[config.mk]
export PLATFORM = sky130hd
export DESIGN_NAME = frame_reorder_min_heap
export DESIGN_NICKNAME = d
export VERILOG_FILES = /design/src/hdl/frmh_pkg.sv /design/src/hdl/frmh_heap_ram.sv /design/src/hdl/frmh_key_cmp.sv /design/src/hdl/frame_reorder_min_heap.sv
export SDC_FILE = /design/constraint.sdc
export NUM_CORES = 1
export LEC_CHECK = 0
export BUFFER_PORTS_ARGS = -buffer_cell sky130_fd_sc_hd__buf_2
export CAP_MARGIN = 0
export CORE_ASPECT_RATIO = 1.5
export CORE_MARGIN = 10
export CORE_UTILIZATION = 29
export DETAILED_ROUTE_END_ITERATION = 10
export PLACE_DENSITY = 0.4
export SYNTH_ARGS = -nofsm -noshare
export SYNTH_HDL_FRONTEND = slang
export SYNTH_SLANG_ARGS = --single-unit
[constraint.sdc]
create_clock -name clk_i -period 6.32 [get_ports clk_i]
set_input_delay 0.316 -clock clk_i [delete_from_list [all_inputs] [get_ports clk_i]]
set_output_delay 0.316 -clock clk_i [all_outputs]
set_load 0.1 [all_outputs]
[src/hdl/frmh_pkg.sv]
`timescale 1ns / 1ps
// frmh_pkg: shared types and constants of the frame reorder min-heap
// request structs, status codes, sequencer states, compare result
// no dependencies
package frmh_pkg;

  localparam int unsigned FIELD_BITS  = 16;
  localparam int unsigned HANDLE_BITS = 8;

  typedef enum logic [1:0] {
    STAT_OK   = 2'd0,
    STAT_LATE = 2'd1,
    STAT_FULL = 2'd2
  } status_e;

  typedef struct packed {
    logic [FIELD_BITS-1:0]  frame_number;
    logic [HANDLE_BITS-1:0] buffer_handle;
  } in_req_t;

  typedef struct packed {
    logic                   released;
    logic [FIELD_BITS-1:0]  out_frame_number;
    logic [HANDLE_BITS-1:0] out_handle;
    status_e                status;
  } out_req_t;

  typedef struct packed {
    logic lt;
    logic eq;
  } cmp_res_t;

  typedef enum logic [3:0] {
    S_IDLE,
    S_EVAL,
    S_UP,
    S_UP_CMP,
    S_TOP_RD,
    S_TOP_CMP,
    S_POP_RD,
    S_POP_LAST,
    S_DN,
    S_DN_KIDS,
    S_DN_HOLE
  } fsm_e;

endpackage

[src/hdl/frmh_heap_ram.sv]
`timescale 1ns / 1ps
// frmh_heap_ram: heap entry storage, one write port and two read ports
// read data registered; no dependencies
module frmh_heap_ram #(
  parameter int unsigned DEPTH = 16,
  parameter int unsigned WIDTH = 24,
  parameter int unsigned AW    = 4
) (
  input  logic             clk_i,
  input  logic             we_i,
  input  logic [AW-1:0]    waddr_i,
  input  logic [WIDTH-1:0] wdata_i,
  input  logic [AW-1:0]    raddr_a_i,
  input  logic [AW-1:0]    raddr_b_i,
  output logic [WIDTH-1:0] rdata_a_o,
  output logic [WIDTH-1:0] rdata_b_o
);

  logic [WIDTH-1:0] mem [DEPTH];
  logic [WIDTH-1:0] rdata_a_q;
  logic [WIDTH-1:0] rdata_b_q;

  always_ff @(posedge clk_i) begin
    if (we_i) begin
      mem[waddr_i] <= wdata_i;
    end
  end

  always_ff @(posedge clk_i) begin
    rdata_a_q <= mem[raddr_a_i];
    rdata_b_q <= mem[raddr_b_i];
  end

  assign rdata_a_o = rdata_a_q;
  assign rdata_b_o = rdata_b_q;

endmodule

[src/hdl/frmh_key_cmp.sv]
`timescale 1ns / 1ps
// frmh_key_cmp: the one shared frame number comparator
// depends on frmh_pkg for the result struct
module frmh_key_cmp #(
  parameter int unsigned KEY_BITS = 16
) (
  input  logic [KEY_BITS-1:0] a_i,
  input  logic [KEY_BITS-1:0] b_i,
  output frmh_pkg::cmp_res_t  res_o
);

  assign res_o.lt = (a_i < b_i);
  assign res_o.eq = (a_i == b_i);

endmodule

[src/hdl/frame_reorder_min_heap.sv]
`timescale 1ns / 1ps
// frame_reorder_min_heap: top level, sequencer plus heap memory and shared comparator
// depends on frmh_pkg, frmh_heap_ram, frmh_key_cmp
//
// channel   dir  handshake                  payload
// in        in   in_valid_i / in_ready_o    in_req_i  (frame_number, buffer_handle)
// out       out  out_valid_o / out_ready_i  out_req_o (released, out_frame_number,
//                                                      out_handle, status)
// cfg       in   cfg_valid_i / cfg_ready_o  cfg_start_frame_i
//
// a late, in-order or full-heap request is accepted, then evaluated;
// a parked request sifts up level by level, then the heap top is read and compared;
// if the heap top then becomes due, a pop reads the last entry and moves the hole down
// level by level, and stops at a leaf or, when the last entry fits, short of one.
// the sift loops reuse one comparator and one memory.
// reset: expected frame is 1, heap empty; the heap memory itself is not cleared.
// stalls: a result waits in the output register; the sequencer only holds in the
// state that produces a result while that register is full and not taken.
module frame_reorder_min_heap #(
  parameter int unsigned HEAP_DEPTH = 16,
  parameter int unsigned FRAME_BITS = 16
) (
  input  logic              clk_i,
  input  logic              rst_ni,
  input  logic              in_valid_i,
  output logic              in_ready_o,
  input  frmh_pkg::in_req_t in_req_i,
  output logic              out_valid_o,
  input  logic              out_ready_i,
  output frmh_pkg::out_req_t out_req_o,
  input  logic              cfg_valid_i,
  output logic              cfg_ready_o,
  input  logic [frmh_pkg::FIELD_BITS-1:0] cfg_start_frame_i
);

  localparam int unsigned IW = $clog2(HEAP_DEPTH);      // heap index
  localparam int unsigned CW = $clog2(HEAP_DEPTH + 1);  // fill count
  localparam int unsigned LW = IW + 2;                  // child index, may pass depth
  localparam int unsigned HB = frmh_pkg::HANDLE_BITS;
  localparam int unsigned FB = frmh_pkg::FIELD_BITS;
  localparam int unsigned EW = FRAME_BITS + HB;         // entry is {key, handle}
  localparam logic [CW-1:0] FullCount = CW'(HEAP_DEPTH);

  // sequencer and state registers
  frmh_pkg::fsm_e          state_q, state_d;
  logic [FRAME_BITS-1:0]   exp_q, exp_d;
  logic [CW-1:0]           count_q, count_d;
  logic [IW-1:0]           i_q, i_d;
  logic [FRAME_BITS-1:0]   f_q, f_d;
  logic [HB-1:0]           t_q, t_d;
  logic [EW-1:0]           last_q, last_d;
  logic                    c_right_q, c_right_d;
  logic                    out_valid_q;
  frmh_pkg::out_req_t      out_q, out_d;
  logic                    out_load;
  logic                    out_free;

  // memory ports
  logic                    ram_we;
  logic [IW-1:0]           ram_waddr;
  logic [EW-1:0]           ram_wdata;
  logic [IW-1:0]           raddr_a, raddr_b;
  logic [EW-1:0]           rdata_a, rdata_b;

  // shared comparator
  logic [FRAME_BITS-1:0]   cmp_a, cmp_b;
  frmh_pkg::cmp_res_t      cmp_res;

  // key width conversions
  logic [FRAME_BITS-1:0]   in_key, cfg_key, res_key;
  logic [FB-1:0]           res_field;
  logic [HB-1:0]           res_tag;

  // index arithmetic around the hole
  logic [IW-1:0]           parent;
  logic [LW-1:0]           l_w, r_w, cnt_w;
  logic [EW-1:0]           child;
  logic [FRAME_BITS-1:0]   rd_a_key, rd_b_key, child_key, last_key;

  assign rd_a_key  = rdata_a[EW-1:HB];
  assign rd_b_key  = rdata_b[EW-1:HB];
  assign child     = c_right_q ? rdata_b : rdata_a;
  assign child_key = child[EW-1:HB];
  assign last_key  = last_q[EW-1:HB];

  assign parent = (i_q - IW'(1)) >> 1;
  assign l_w    = {1'b0, i_q, 1'b1};
  assign r_w    = l_w + LW'(1);
  assign cnt_w  = LW'(count_q);

  // frame numbers are held at FRAME_BITS internally, ports stay at field width
  if (FRAME_BITS > FB) begin : g_wide
    assign in_key    = {{(FRAME_BITS - FB){1'b0}}, in_req_i.frame_number};
    assign cfg_key   = {{(FRAME_BITS - FB){1'b0}}, cfg_start_frame_i};
    assign res_field = res_key[FB-1:0];
  end else if (FRAME_BITS == FB) begin : g_same
    assign in_key    = in_req_i.frame_number;
    assign cfg_key   = cfg_start_frame_i;
    assign res_field = res_key;
  end else begin : g_narrow
    assign in_key    = in_req_i.frame_number[FRAME_BITS-1:0];
    assign cfg_key   = cfg_start_frame_i[FRAME_BITS-1:0];
    assign res_field = {{(FB - FRAME_BITS){1'b0}}, res_key};
  end

  // what a result reports: the held request, or the heap top when popping
  always_comb begin
    if (state_q == frmh_pkg::S_TOP_CMP) begin
      res_key = rd_a_key;
      res_tag = rdata_a[HB-1:0];
    end else begin
      res_key = f_q;
      res_tag = t_q;
    end
  end

  assign out_free    = !out_valid_q || out_ready_i;
  assign in_ready_o  = (state_q == frmh_pkg::S_IDLE);
  assign cfg_ready_o = (state_q == frmh_pkg::S_IDLE);
  assign out_valid_o = out_valid_q;
  assign out_req_o   = out_q;

  frmh_heap_ram #(
    .DEPTH (HEAP_DEPTH),
    .WIDTH (EW),
    .AW    (IW)
  ) u_ram (
    .clk_i     (clk_i),
    .we_i      (ram_we),
    .waddr_i   (ram_waddr),
    .wdata_i   (ram_wdata),
    .raddr_a_i (raddr_a),
    .raddr_b_i (raddr_b),
    .rdata_a_o (rdata_a),
    .rdata_b_o (rdata_b)
  );

  frmh_key_cmp #(
    .KEY_BITS (FRAME_BITS)
  ) u_cmp (
    .a_i   (cmp_a),
    .b_i   (cmp_b),
    .res_o (cmp_res)
  );

  // sequencer: the item being moved is kept out of the heap and only the
  // hole travels, so each level costs one memory write
  always_comb begin
    state_d   = state_q;
    exp_d     = exp_q;
    count_d   = count_q;
    i_d       = i_q;
    f_d       = f_q;
    t_d       = t_q;
    last_d    = last_q;
    c_right_d = c_right_q;
    out_load  = 1'b0;
    out_d     = out_q;
    ram_we    = 1'b0;
    ram_waddr = i_q;
    ram_wdata = {f_q, t_q};
    raddr_a   = '0;
    raddr_b   = '0;
    cmp_a     = f_q;
    cmp_b     = exp_q;

    unique case (state_q)
      frmh_pkg::S_IDLE: begin
        // stream restart
        if (cfg_valid_i) begin
          exp_d   = cfg_key;
          count_d = '0;
        end
        if (in_valid_i) begin
          f_d     = in_key;
          t_d     = in_req_i.buffer_handle;
          state_d = frmh_pkg::S_EVAL;
        end
      end

      frmh_pkg::S_EVAL: begin
        out_d.out_frame_number = res_field;
        out_d.out_handle       = res_tag;
        priority if (cmp_res.lt) begin
          // late frame, dropped
          out_d.released = 1'b0;
          out_d.status   = frmh_pkg::STAT_LATE;
          if (out_free) begin
            out_load = 1'b1;
            state_d  = frmh_pkg::S_IDLE;
          end
        end else if (cmp_res.eq) begin
          // in order, straight through
          out_d.released = 1'b1;
          out_d.status   = frmh_pkg::STAT_OK;
          if (out_free) begin
            out_load = 1'b1;
            exp_d    = exp_q + FRAME_BITS'(1);
            state_d  = frmh_pkg::S_IDLE;
          end
        end else if (count_q == FullCount) begin
          out_d.released = 1'b0;
          out_d.status   = frmh_pkg::STAT_FULL;
          if (out_free) begin
            out_load = 1'b1;
            state_d  = frmh_pkg::S_IDLE;
          end
        end else begin
          // park: hole opens at the end of the heap
          i_d     = count_q[IW-1:0];
          count_d = count_q + CW'(1);
          state_d = frmh_pkg::S_UP;
        end
      end

      frmh_pkg::S_UP: begin
        if (i_q == '0) begin
          ram_we  = 1'b1;
          state_d = frmh_pkg::S_TOP_RD;
        end else begin
          raddr_a = parent;
          state_d = frmh_pkg::S_UP_CMP;
        end
      end

      frmh_pkg::S_UP_CMP: begin
        raddr_a = parent;
        cmp_b   = rd_a_key;
        ram_we  = 1'b1;
        // stop at an equal parent
        if (cmp_res.lt) begin
          ram_wdata = rdata_a;
          i_d       = parent;
          state_d   = frmh_pkg::S_UP;
        end else begin
          state_d = frmh_pkg::S_TOP_RD;
        end
      end

      frmh_pkg::S_TOP_RD: begin
        state_d = frmh_pkg::S_TOP_CMP;
      end

      frmh_pkg::S_TOP_CMP: begin
        cmp_a                  = rd_a_key;
        out_d.released         = 1'b1;
        out_d.out_frame_number = res_field;
        out_d.out_handle       = res_tag;
        out_d.status           = frmh_pkg::STAT_OK;
        if (!cmp_res.eq) begin
          state_d = frmh_pkg::S_IDLE;
        end else if (out_free) begin
          out_load = 1'b1;
          exp_d    = exp_q + FRAME_BITS'(1);
          count_d  = count_q - CW'(1);
          state_d  = frmh_pkg::S_POP_RD;
        end
      end

      frmh_pkg::S_POP_RD: begin
        raddr_a = count_q[IW-1:0];
        state_d = frmh_pkg::S_POP_LAST;
      end

      frmh_pkg::S_POP_LAST: begin
        last_d  = rdata_a;
        i_d     = '0;
        state_d = frmh_pkg::S_DN;
      end

      frmh_pkg::S_DN: begin
        raddr_a = l_w[IW-1:0];
        raddr_b = r_w[IW-1:0];
        if (l_w >= cnt_w) begin
          ram_we    = 1'b1;
          ram_wdata = last_q;
          state_d   = frmh_pkg::S_IDLE;
        end else begin
          state_d = frmh_pkg::S_DN_KIDS;
        end
      end

      frmh_pkg::S_DN_KIDS: begin
        raddr_a = l_w[IW-1:0];
        raddr_b = r_w[IW-1:0];
        cmp_a   = rd_b_key;
        cmp_b   = rd_a_key;
        // left child wins a tie
        c_right_d = (r_w < cnt_w) && cmp_res.lt;
        state_d   = frmh_pkg::S_DN_HOLE;
      end

      frmh_pkg::S_DN_HOLE: begin
        raddr_a = l_w[IW-1:0];
        raddr_b = r_w[IW-1:0];
        cmp_a   = child_key;
        cmp_b   = last_key;
        ram_we  = 1'b1;
        if (cmp_res.lt) begin
          ram_wdata = child;
          i_d       = c_right_q ? r_w[IW-1:0] : l_w[IW-1:0];
          state_d   = frmh_pkg::S_DN;
        end else begin
          ram_wdata = last_q;
          state_d   = frmh_pkg::S_IDLE;
        end
      end

      default: begin
        state_d = frmh_pkg::S_IDLE;
      end
    endcase
  end

  always_ff @(posedge clk_i or negedge rst_ni) begin
    if (!rst_ni) begin
      state_q     <= frmh_pkg::S_IDLE;
      exp_q       <= FRAME_BITS'(1);
      count_q     <= '0;
      i_q         <= '0;
      out_valid_q <= 1'b0;
    end else begin
      state_q <= state_d;
      exp_q   <= exp_d;
      count_q <= count_d;
      i_q     <= i_d;
      if (out_load) begin
        out_valid_q <= 1'b1;
      end else if (out_ready_i) begin
        out_valid_q <= 1'b0;
      end
    end
  end

  always_ff @(posedge clk_i) begin
    f_q       <= f_d;
    t_q       <= t_d;
    last_q    <= last_d;
    c_right_q <= c_right_d;
    if (out_load) begin
      out_q <= out_d;
    end
  end

  // fill count never passes the heap size
  a_count_bound: assert property (@(posedge clk_i) disable iff (!rst_ni)
    count_q <= FullCount)
    else $error("heap count beyond depth");

  // every released frame advances the expected counter by one
  a_release_advances: assert property (@(posedge clk_i) disable iff (!rst_ni)
    (out_load && out_d.released) |=> (exp_q == $past(exp_q) + FRAME_BITS'(1)))
    else $error("release without expected frame advance");

  // sift-down only compares against a child that lies inside the heap
  a_child_in_heap: assert property (@(posedge clk_i) disable iff (!rst_ni)
    (state_q == frmh_pkg::S_DN_HOLE) |-> (l_w < cnt_w))
    else $error("sift-down child outside heap");

  // a result is never overwritten before it is taken
  a_no_overwrite: assert property (@(posedge clk_i) disable iff (!rst_ni)
    (out_valid_q && !out_ready_i) |-> !out_load)
    else $error("pending result overwritten");

endmodule

* After elaboration in Yosys (flattened, before gate mapping)
Memory sizes are Yosys's and may differ from the RTL's. A register that Yosys moved wholly into a read port is not among the register bits. Index checks and enable logic that the tools add are counted.
Storage, ports and cells: register bits 106, bits in writable memories 384, input port bits 45, output and inout port bits 30, word-level logic and storage cells 127, memories 1
Cells by class: $add $sub $neg 5, order comparisons 3, equal/unequal tests 23, muxes and demuxes 63, reduce and logical (&&, ||, !) cells 19
Memory list:
- u_ram.mem | words 16, bits a word 24, rd ports 2, clocked after memory_dff 2, write ports 1, RTL line frmh_heap_ram.sv:19 | logic [WIDTH-1:0] mem [DEPTH];
Operators with widths (count):
- two-way mux 24 bit | 4
- case mux 16 bit (3 select lines) | 2
- two-way mux 16 bit | 5
- case mux 24 bit (3 select lines) | 1
- two-way mux 4 bit | 16
- case mux 27 bit (2 select lines) | 1
- case mux 4 bit (11 select lines) | 1
- case mux 16 bit (2 select lines) | 1
- case mux 4 bit (4 select lines) | 2
- two-way mux 5 bit | 6
- != test 2 bit (second input constant) | 9
- adder 16 x 1 -> 16 bit (second input constant) | 1
- == test 16 bit | 1
- == test 4 x 3 -> 1 bit (second input constant) | 4
- < comparator 16 bit | 1
- case mux 5 bit (3 select lines) | 1
- two-way mux 1 bit | 14
- == test 4 bit (second input constant) | 3
- two-way mux 3 bit | 3
- == test 4 x 2 -> 1 bit (second input constant) | 2
- zero test 4 bit | 2
- two-way mux 8 bit | 1
- AND reduction 7 bit | 1
- adder 5 x 1 -> 6 bit (second input constant) | 1
- other kinds (23) | 30

* Depth between registers and ports, before layout
depth after elaboration 8, gate-level depth with buffers 20, depth with buffers taken out 15

* Modules after synthesis
Synthesis repeated with hierarchy kept, for this count alone.
Second synthesis, totals: cells, all modules 1487, area total of the unflattened synthesis 24850.1 um^2
Modules (own cells, without submodules):
- frmh_heap_ram | times used 1, cells each 865, area each 18220.0 um^2, sequential area each 12492.0 um^2
- frame_reorder_min_heap | times used 1, cells each 567, area each 6224.7 um^2, sequential area each 3034.2 um^2
- frmh_key_cmp | times used 1, cells each 55, area each 405.4 um^2, sequential area each 0.0 um^2

* Worst setup path before layout
Ideal clock, no wire load.
kind reg2reg, start reg state_q[0], end reg f_q[0], enable pin, setup time 383 ps, arrival 4849 ps, required time 5937 ps, slack 1088 ps, stages on the path, launching flop included 5, path buffers 2, clock period less this slack 5232 ps, cells stage by stage dfrtp_1 buf_4 buf_2 nor4_1 and2_1
Between the ends: word-level cells in the longest chain between the ends 2
RTL lines:
- from (decl) | RTL line frame_reorder_min_heap.sv:45 | frmh_pkg::fsm_e state_q, state_d;
- from (signal assigned) | RTL line frame_reorder_min_heap.sv:317 | state_q <= frmh_pkg::S_IDLE;
- from (signal assigned) | RTL line frame_reorder_min_heap.sv:323 | state_q <= state_d;
- zero test 4 bit
- via cfg_ready_o | RTL line frame_reorder_min_heap.sv:32 | output logic cfg_ready_o,
- AND reduction 2 bit (no source line)
- to (signal assigned) | RTL line frame_reorder_min_heap.sv:336 | f_q <= f_d;
- to (decl) | RTL line frame_reorder_min_heap.sv:49 | logic [FRAME_BITS-1:0] f_q, f_d;
The timed path passes the listed nets, and every way through them passes these cells. A chain may end at the register's enable or synchronous reset.

* Worst setup path in the final report
start reg state_q[3], end mem u_ram.mem[13][10] (data pin)
Between the ends: word-level cells in the longest chain between the ends 6, elaborated cells between the ends (all ways) 12, classes of those cells order compare (1); eq/ne (5); mux (5); reduce/logical (1)
RTL lines:
- == test 4 x 2 -> 1 bit or == test 4 bit (tied branches) | RTL line frame_reorder_min_heap.sv:167 | unique case (state_q)
- OR reduction 2 bit (no source line)
- case mux 16 bit (2 select lines) | RTL line frame_reorder_min_heap.sv:167
- < comparator 16 bit | RTL line frmh_key_cmp.sv:12 | assign res_o.lt = (a_i < b_i);
- two-way mux 24 bit, on equally long branches | RTL line frame_reorder_min_heap.sv:299, frame_reorder_min_heap.sv:231
- case mux 24 bit (3 select lines) * | RTL line frame_reorder_min_heap.sv:167
- via ram_wdata[10] | RTL line frame_reorder_min_heap.sv:61 | logic [EW-1:0] ram_wdata;
- to (decl) | RTL line frmh_heap_ram.sv:19
The timed path passes the listed nets; every way through them passes the cells marked *.

==> key figures <==
Clocking
  – # Post-CTS Setup Buffers: 0
  – CTS tree: yes
  – CTS Buffer Depth: 3
  – Clk pin slew, worst setup/hold paths: 60 ps
  – H-tree levels: 2
  – Total CTS buffers: 55
  – Sink Count: 538
  – Root Buffer: clkbuf_16
  – Clk_lat worst skew: 630 ps

STA
  – Slew Viols, Final: 0
  – Final Cycle Share: between 90 and 100%
  – Worst Slack Setup Final: 481.5 ps
  – Fin crit period: 5839 ps
  – RSZ-0062 raised after global routing: no
  – Worst Skew: 26.00 ps
  – Worst-Margin Slew: 1239 ps
  – Setup-failing EPs final: 0
  – Fmax: 0.1713 GHz
  – Relative slew slack: 17.41%
  – Final Hold Viols: 0
  – TNS Setup: 0 ps

Placed design
  – Pre-CTS WS: between 500 and 600 ps
  – Detailed Place HPWL: between 50000 and 60000 µm
  – Port bufs: 74
  – Placer congestion estimate: 0.8657

Floorplanning
  – Ports: 75
  – Core footprint: ~0.083 mm²
  – Die Y: 374.0 µm
  – Row cnt: about 130
  – Die Width: roughly 260 µm
  – Effective utilization at floorplan: between 20 and 30%
  – Die area: approximately 0.096 mm²

Setup path
  – Worst EP arrival: 6170 ps
  – Data required time of the worst path: 6650 ps
  – Cells on worst reg2reg path: 14
  – Critical path type: flop to flop
  – Setup crit start kind: flop
  – Flop-to-flop setup slack: 480 ps
  – Worst reg2reg endpoint: u_ram.mem[13][10]$_DFFE_PP_
  – CP endpoint kind: flop
  – CP max FO: 16
  – Crit Reg-Reg Startpoint: state_q[3]$_DFFE_PN0P_

Logic synthesis
  – Cell Area, Synth: 0.02422 mm²
  – Cells after Synth: 1940
  – Seq/Total Area, Yosys: between 60% and 70%
  – Mapped Nets: 2018
  – EDFF count, synth: 460
  – #FFs+latches synth: 538
  – Main flop type after synthesis: edfxtp_1
  – Yosys cell types: 71
  – Post-synth ARST share: under 10%
  – Synth warnings: 0
  – Avg Inst Size Synth: between 10 and 15 µm²

Hold path
  – Hold path start: cfg_start_frame_i[5]
  – Hold Path Sink: exp_q[5]$_DFFE_PN0P_
  – Worst hold stages: 3
  – Worst hold path class: primary input to flop

Final layout
  – Layout cell share with drive strength beyond 1: approximately 13%
  – Final #Nets: 2110
  – Fill cells: 8221
  – Area delta synth->final: 16.12%

GRT
  – GR Overflow Total: 0
  – GRT Util Overall: between 10% and 20%
  – Initial antenna violation count: 1
  – Largest net degree at the start of global routing: around 120
  – Vias in the first global route: 17.00k
  – First-pass GRT wire length: 125500 µm

Detailed routing
  – Vias per cell: between 5 and 6
  – Final antenna-violating net count: 0
  – Vias: 17.00k
  – Routed len/inst: 27.65 µm
  – Iter 0 DRT Violations: ~1.5k
  – Post-route DRC: 0
  – Final wirelength: 88250 µm
  – Drt first pass iters: 7

Job
  – Max-Cap Viols: 0

Outcome
  – Outcome: finished, final reports clean

Power
  – Leak: 0.009586 µW
  – Maximum vdd drop: approximately 280 µV
  – Pwr Density: 467.5 mW/mm²
-- layer usage --
layer  up-vias  routed length [µm]  track usage (%)  share of wire (%)
li1       7575                   -                -                  -
met1      8743               38150            22.82                 43
met2       551               43920            31.22                 50
met3       133                3706            2.204                4.2
met4         0                2471            5.322                2.8
met5         -                   0                0                  0
-- stage by stage --
stage	power (µW)	hold WS [ps]	instance area [µm²]	instances	util [%]
after floorplan	8158	20.41	24220	1940	-
after global placement	9793	452.0	25910	3054	31.35
after detailed placement	9816	441.9	25910	3054	31.35
after CTS	13260	6.215	28120	3191	34.03
after global routing	13750	58.79	28120	3191	34.03
final	13150	35.34	28130	3192	34.03
-- cell usage in the layout (no fill, tap or decap), types with 9 or more instances in the layout --
| cell type | instances |
|---|---|
| nand2_1 | 342 |
| edfxtp_1 | 460 |
| nand3_1 | 94 |
| clkbuf_16 | 57 |
| a221o_1 | 16 |
| buf_4 | 55 |
| ha_1 | 32 |
| a22oi_1 | 34 |
| dfxtp_1 | 48 |
| dfrtp_1 | 28 |
| clkbuf_1 | 13 |
| nor3_1 | 10 |
| a222oi_1 | 18 |
| a311o_1 | 24 |
| buf_2 | 74 |
| dlygate4sd3_1 | 34 |
| o21ai_1 | 36 |
| o22a_1 | 25 |
| o21ai_0 | 91 |
| a2bb2oi_1 | 28 |
| o22ai_1 | 32 |
| a22o_1 | 15 |
| mux2i_1 | 171 |
| inv_1 | 29 |
| a21oi_1 | 60 |
| o221ai_1 | 25 |
| clkinv_2 | 9 |
| nor2_1 | 69 |
-- cells in the mapped netlist (all sizes together), types with 8 or more instances --
library cell	n	area, µm²
o22a	25	219.0
a311o	25	250.2
inv	30	112.6
and4b	8	80.08
a221o	16	160.2
nand2	343	1287
buf	65	397.9
nand2b	8	50.05
edfxtp	460	13810
a222oi	18	180.2
a22oi	35	267.8
nand3	94	470.5
o21ai	127	635.6
dfrtp	29	725.7
mux2i	171	1712
a21oi	61	309.1
o221ai	26	234.0
clkbuf	65	244.0
ha	32	400.4
a2bb2oi	28	245.2
o22ai	32	200.2
nor3	10	50.05
dfxtp	48	960.9
nor2	77	291.5
a22o	15	131.4
-- how the worst max path moves through the flow --
stage          depth (start not counted)  slack [ps]                    from                          end
2_1_floorplan                          4        1090  state_q[0]$_DFFE_PN0P_             f_q[0]$_DFFE_PP_
3_3_place_gp                          14         670  state_q[3]$_DFFE_PN0P_  u_ram.mem[12][23]$_DFFE_PP_
3_5_place_dp                          14         580  state_q[3]$_DFFE_PN0P_   u_ram.mem[12][4]$_DFFE_PP_
4_1_cts                               14         530  state_q[3]$_DFFE_PN0P_    u_ram.mem[6][4]$_DFFE_PP_
5_1_grt                               14          40  state_q[3]$_DFFE_PN0P_    u_ram.mem[6][4]$_DFFE_PP_
6_report                              14         480  state_q[3]$_DFFE_PN0P_  u_ram.mem[13][10]$_DFFE_PP_
-- what timing repair did --
item                      in CTS  in global routing
gates resized for setup        0                  0
hold buffers                  34                  0
hold endpoints to repair      62                  0
-- final cells by class --
cell class	count	area (µm²)	area share [%]
Tap cell	1113	1393	4.951
Timing Repair Buffer	165	1164	4.137
Inverter	31	116.4	0.4137
Clock buffer	76	1558	5.538
Sequential cell	538	15530	55.21
Clock inverter	27	314.1	1.117
Antenna cell	1	2.502	0.008897
Multi-Input combinational cell	1241	8051	28.63
-- kinds of logic (layout without fill, tap and decap cells) --
group | after synthesis | count (layout) | synth area share [%]
XOR/XNOR | 7 | 7 | 0.2531
buffers and inverters | 161 | 299 | 3.130
AO/OA/AOI/OAI | 439 | 439 | 12.89
adder cells (fa/ha/maj) | 33 | 33 | 1.736
AND/OR/NAND/NOR | 589 | 589 | 10.73
flip-flops | 538 | 538 | 64.10
multiplexers | 173 | 173 | 7.159
other | 0 | 1 | 0
-- worst max-delay path: stages (launching register included) --
cell and delay [ps]:
dfrtp_1 640, inv_1 270, nand2_1 230, a21oi_1 100
nor2_1 930, a222oi_1 290, inv_1 100, ha_1 170
nand4_2 190, a2111oi_2 400, and3b_1 380, nor2_2 130
buf_4 240, or2_1 770, a221o_1 670
-- flip-flops by register name, indices dropped and copies added, names as in the netlist, 5 cells and up --
name	count
t_q	8
u_ram.rdata_a_o	24
u_ram.rdata_b_o	24
count_q	5
exp_q	16
u_ram.mem	384
out_req_o	27
f_q	16
last_q	24
-- where the power goes --
group | total, µW | internal, µW | switching, µW | leakage, µW
logic | 4570 | 1350 | 3230 | 0.00375
registers | 5180 | 4640 | 535 | 0.00492
clock network | 3400 | 2000 | 1400 | 0.000915
(Power assumes the default switching activity.)
